**src/rtl/vam_pkg.sv**
```systemverilog
// Package for the vector align rotation matrix unit.
// Holds the fixed-point widths, the pipeline depths and the saturation helper.
// No dependencies.
package vam_pkg;

  localparam int FRAC_BITS = 14;
  localparam int DW        = 16;

  // First-stage products and sums
  localparam int P_W  = 2 * DW;
  localparam int VF_W = P_W + 1;
  localparam int C_W  = P_W + 2;
  localparam int D_W  = ((2 * FRAC_BITS > C_W) ? 2 * FRAC_BITS : C_W) + 2;
  localparam int DU_W = D_W - 1;

  // Rounded cross product and its products
  localparam int V_W  = 34 - FRAC_BITS;
  localparam int VV_W = 2 * V_W;
  localparam int M_W  = VV_W + 1;

  // Identity plus skew entry
  localparam int B_W = ((V_W > FRAC_BITS + 1) ? V_W : FRAC_BITS + 1) + 2;

  // Quotient bits; anything at or above 2^QB saturates the entry anyway
  localparam int QB0 = (V_W > FRAC_BITS + 2) ? V_W : FRAC_BITS + 2;
  localparam int QB  = ((QB0 > 16) ? QB0 : 16) + 1;

  localparam int N_W     = M_W + FRAC_BITS + 1;
  localparam int R_W     = ((N_W > D_W + QB) ? N_W : D_W + QB) + 1;
  localparam int QS_W    = QB + 2;
  localparam int M_OUT_W = ((QS_W > B_W) ? QS_W : B_W) + 2;

  localparam int LAT_FRONT = 5;
  localparam int LAT_DIV   = QB + 2;
  localparam int LAT       = LAT_FRONT + LAT_DIV;

  localparam logic signed [DW-1:0] ID_DIAG =
    (FRAC_BITS >= DW - 1) ? 16'sh7FFF : DW'(1 << FRAC_BITS);

  function automatic logic signed [DW-1:0] sat16(input logic signed [M_OUT_W-1:0] x);
    logic signed [M_OUT_W-1:0] hi;
    logic signed [M_OUT_W-1:0] lo;
    hi = M_OUT_W'(32767);
    lo = -M_OUT_W'(32768);
    if (x > hi) begin
      return 16'sh7FFF;
    end else if (x < lo) begin
      return 16'sh8000;
    end
    return DW'(x);
  endfunction

endpackage

```
**src/rtl/vam_div.sv**
```systemverilog
// One matrix entry: rounded restoring division of n*2^F by d, one bit a stage,
// then identity plus skew added and the sum saturated. Depends on vam_pkg.
module vam_div import vam_pkg::*; (
  input  logic                  clk,
  input  logic                  en,
  input  logic signed [M_W-1:0] n,
  input  logic [DU_W-1:0]       d,
  input  logic signed [B_W-1:0] base,
  output logic signed [DW-1:0]  r
);

  logic [R_W-1:0]        rem  [QB+1];
  logic [QB-1:0]         q    [QB+1];
  logic [DU_W-1:0]       dd   [QB+1];
  logic signed [B_W-1:0] bs   [QB+1];
  logic                  neg  [QB+1];
  logic                  ovf  [QB+1];

  logic [M_W-1:0]         mag;
  logic [R_W-1:0]         num;
  logic [QS_W-1:0]        full;
  logic signed [QS_W-1:0] qs;
  logic signed [M_OUT_W-1:0] m;

  always_comb begin
    mag  = (n < 0) ? M_W'(-n) : M_W'(n);
    num  = (R_W'(mag) << FRAC_BITS) + R_W'(d >> 1);
    full = ovf[QB] ? (QS_W'(1) << QB) : QS_W'(q[QB]);
    qs   = neg[QB] ? -$signed(full) : $signed(full);
    m    = M_OUT_W'(bs[QB]) + M_OUT_W'(qs);
  end

  always_ff @(posedge clk) begin
    if (en) begin
      rem[0] <= num;
      q[0]   <= '0;
      dd[0]  <= d;
      bs[0]  <= base;
      neg[0] <= (n < 0);
      ovf[0] <= (num >= (R_W'(d) << QB));
      r      <= sat16(m);
    end
  end

  for (genvar j = 0; j < QB; j++) begin : g_step
    localparam int K = QB - 1 - j;
    logic [R_W-1:0] sub;
    assign sub = R_W'(dd[j]) << K;
    always_ff @(posedge clk) begin
      if (en) begin
        if (rem[j] >= sub) begin
          rem[j+1] <= rem[j] - sub;
          q[j+1]   <= q[j] | (QB'(1) << K);
        end else begin
          rem[j+1] <= rem[j];
          q[j+1]   <= q[j];
        end
        dd[j+1]  <= dd[j];
        bs[j+1]  <= bs[j];
        neg[j+1] <= neg[j];
        ovf[j+1] <= ovf[j];
      end
    end
  end

endmodule

```
**config.mk**
```make
export PLATFORM = sky130hd
export DESIGN_NAME = vam_div
export DESIGN_NICKNAME = d
export VERILOG_FILES = /design/src/rtl/vam_pkg.sv /design/src/rtl/vam_div.sv
export SDC_FILE = /design/constraint.sdc
export NUM_CORES = 2
export LEC_CHECK = 0
export ABC_CLOCK_PERIOD_IN_PS = 8900
export BUFFER_PORTS_ARGS = -buffer_cell sky130_fd_sc_hd__buf_2
export CAP_MARGIN = 15
export CORE_MARGIN = 1
export CORE_UTILIZATION = 50
export CTS_CLUSTER_SIZE = 30
export DETAILED_ROUTE_END_ITERATION = 16
export PLACE_DENSITY = 0.65
export SETUP_SLACK_MARGIN = 0.4
export SLEW_MARGIN = 15
export SYNTH_ARGS = -nofsm -noshare
export SYNTH_HDL_FRONTEND = slang
export SYNTH_SLANG_ARGS = --single-unit
```
**constraint.sdc**
```tcl
create_clock -name clk -period 8.9 [get_ports clk]
set_input_delay 1.335 -clock clk [delete_from_list [all_inputs] [get_ports clk]]
set_output_delay 1.335 -clock clk [all_outputs]
set_load 0.02 [all_outputs]
```
==> results.ini <==
[routing]
wl_met3_um = 12700
via_count = 91400
wl_per_cell_um = 21.3
drc_errors = 0
antenna_left = 0
via_per_inst = 5.70
wl_met1_um = 127000
drtIter0Drc = 6130
top_layer = met5
first_pass_iters = 6
wl_met2_um = 180000
wirelength_um = 342000

[placement]
portBuffers = 115
dp.cells = 15500
gp_congestion = 1.00
hpwlAfterDp_um = 262000

[logic_synthesis]
ys_types = 90
ys.flop_type = edfxtp_1
synth_area_leaders = edfxtp_1 (58%), ha_1 (7.3%), o21ai_0 (3.3%), xnor2_1 (3.2%), a21oi_1 (3.1%)
synth_area_per_cell_um2 = 11.7
seq_area_frac_synth = 0.584
synth_most_common_cell = edfxtp_1
synth-async-reset-ratio = 0
synth_edf_count = 2712
yosys_register_bits = 2712
synth_top_area_share = 0.584
synthTopCellsByCount = edfxtp_1 (2712), inv_1 (989), nand2_1 (962), o21ai_0 (914), a21oi_1 (854)
yosysTopAreaCell = edfxtp_1
syn-cell-area_um2 = 139000
ys_warn_count = 0
syn_inst = 11900

[critical_path]
timing.rr.end = r[8]$_DFFE_PP_
cp_max_fo = 7
r2r_cells = 22
rrSetupSlack_ns = 2.66
worst-setup-path-type = in -> reg
arrival_ns = 7.27
regToRegStartpoint = ovf[2][5]$_DFFE_PP_
end_kind = flop
cp-start-kind = input port
cp.required_ns = 9.52

[floorplanning]
row_count = 193
die_height_um = 530
initial_utilization = 0.503
pin_count = 116
die_w_um = 530
core_um2 = 277000
dieArea_um2 = 281000

[global_route]
grt_pass1_vias = 91800
antenna_found_initial = 9
grt_overflow = 0
grt.total_usage = 0.241
grt_pass1_wl_um = 524000
grt_max_degree = 208

[cts]
clock_sinks = 2712
cts_tree = done
cts_buffer_depth = 4
numCtsBuffers = 300
ctsResizeCount = 0
clk_latency_ns = 0.91
path_clk_slew_ns = 0.06
htreeDepth = 5
holdBufCountCts = 0
clockRootBuffer = clkbuf_16
cts_setup_buffers = 0

[finish]
post-route-util = 0.557
area_growth_syn_to_layout_pct = 10.6
nets = 13000
final_cells = 16000
drive_gt1_frac = 0.0671

[outcome]
outcome = finished, final reports clean

[run]
maxCapViolations = 0

[min_path]
min_path_type = reg -> reg
holdPathStages = 0
worstHoldEndpoint = q[2][82]$_DFFE_PP_
min_from = q[2][61]$_DFFE_PP_

[sta]
min_period_ns = 6.65
slew_headroom = 0.182
slew_viol_final = 0
setup_viol = 0
hold_viol_final = 0
rsz0062_at_grt = no
worst_pin_slew_ns = 1.22
finClkSkew_ns = 0.0544
fin_crit_sh = 0.747
tns_ns = 0
max_freq_mhz = 150

[power]
ir_worst_vdd_v = 0.000173
power_density_nw_per_um2 = 319
leakage_nw = 58.9

==> layout make-up <==
| class | count | area, um2 |
|---|---|---|
| fill | 23000 | 123000 |
| inverter | 991 | 3720 |
| antenna | 4 | 10.0 |
| tap | 3705 | 4640 |
| clock inverter | 164 | 1750 |
| clock buffer | 375 | 7980 |
| multi-input combinational | 7886 | 53400 |
| sequential | 2712 | 81400 |
| timing repair buffer | 192 | 1320 |
==> power by group <==
group / internal [mW] / switching [mW]
combinational: 7.17 / 10.5
sequential: 17.6 / 1.58
clock: 7.26 / 5.06
total: 32.0 / 17.1
==> cell usage in the layout, fill, tap and decap left out, types with 35 or more instances in the layout <==
| master | count |
|---|---|
| o21ai_0 | 910 |
| buf_2 | 115 |
| o31a_1 | 39 |
| a211oi_1 | 76 |
| and2_1 | 40 |
| o31ai_1 | 70 |
| o211ai_1 | 46 |
| xor2_1 | 444 |
| o21a_1 | 98 |
| or3_1 | 81 |
| mux2_2 | 98 |
| clkinv_1 | 62 |
| clkbuf_1 | 66 |
| a21o_1 | 385 |
| nand2b_1 | 140 |
| buf_4 | 64 |
| nand2_1 | 962 |
| a31oi_1 | 82 |
| o21bai_1 | 101 |
| a21oi_1 | 854 |
| or4_1 | 41 |
| clkbuf_16 | 309 |
| inv_1 | 989 |
| ha_1 | 816 |
| nor3_1 | 191 |
| nor2b_1 | 126 |
| edfxtp_1 | 2712 |
| nor4b_1 | 35 |
| nor2_1 | 645 |
| nor4_1 | 141 |
| or2_2 | 49 |
| xnor2_1 | 506 |
| nand3_1 | 216 |
| and3_1 | 64 |
| nand4_1 | 144 |
| clkinv_2 | 36 |
==> cells by family (layout without fill, tap and decap cells) <==
family                     Yosys count  in the layout  share of synthesized area
and+or+nand+nor                   3025           3025                      0.107
AOI/OAI and AO/OA                 2964           2964                      0.130
DFF                               2712           2712                      0.584
buffers and inverters             1284           1722                     0.0347
xor gates and xnor gates           950            950                     0.0597
adders and majority gates          838            838                     0.0764
muxes                              107            107                    0.00856
other                                1              6                  0.0000269
==> metrics by stage <==
stage	hold slack, ns	area [um2]	total power [mW]	setup WS (ns)
final	0.398	154000	49.2	2.25
after global routing	0.392	154000	52.1	1.78
after CTS	0.395	154000	49.4	2.19
after detailed placement	0.405	144000	36.9	1.24
after global placement	0.400	144000	36.5	1.07
after floorplan	0.400	139000	31.7	1.87
==> registers in the layout, indices dropped and copies added, names as in the netlist <==
register and flops:
r 16, bs 484, rem 1202, q 231, ovf 22, dd 735
neg 22
==> how the worst max path moves through the flow <==
| stage | from | slack (ns) | cells past startpoint | to |
|---|---|---|---|---|
| 4_1_cts | n[5] | 2.19 | 25 | ovf[0][0]$_DFFE_PP_ |
| 3_5_place_dp | n[5] | 1.24 | 25 | ovf[0][0]$_DFFE_PP_ |
| 3_3_place_gp | n[5] | 1.07 | 25 | ovf[0][0]$_DFFE_PP_ |
| 2_1_floorplan | n[40] | 1.87 | 26 | ovf[0][0]$_DFFE_PP_ |
| 5_1_grt | n[5] | 1.78 | 25 | ovf[0][0]$_DFFE_PP_ |
| 6_report | n[5] | 2.25 | 25 | ovf[0][0]$_DFFE_PP_ |
==> metal layers <==
metal | GRT usage | up-vias
li1 | - | 44300
met1 | 0.255 | 43900
met2 | 0.456 | 2237
met5 | 0 | -
met4 | 0.136 | 6
met3 | 0.0319 | 832
==> critical path, stage by stage <==
cell	delay, ns
buf_2	0.12
nor4_1	0.56
nand3_1	0.38
o41ai_1	0.39
xnor2_1	0.21
ha_1	0.32
a21oi_1	0.15
o21ai_0	0.12
or3_1	0.31
o31ai_1	0.53
nor2_1	0.13
a21oi_1	0.19
xnor2_1	0.17
ha_1	0.29
a21o_1	0.18
a21o_1	0.17
a21o_1	0.17
a21oi_1	0.13
nor2b_1	0.05
o21ai_0	0.18
nand2b_1	0.09
a221oi_1	0.28
nand2_1	0.14
a311oi_1	0.56
o31ai_1	0.11
(Power assumes the default switching activity.)
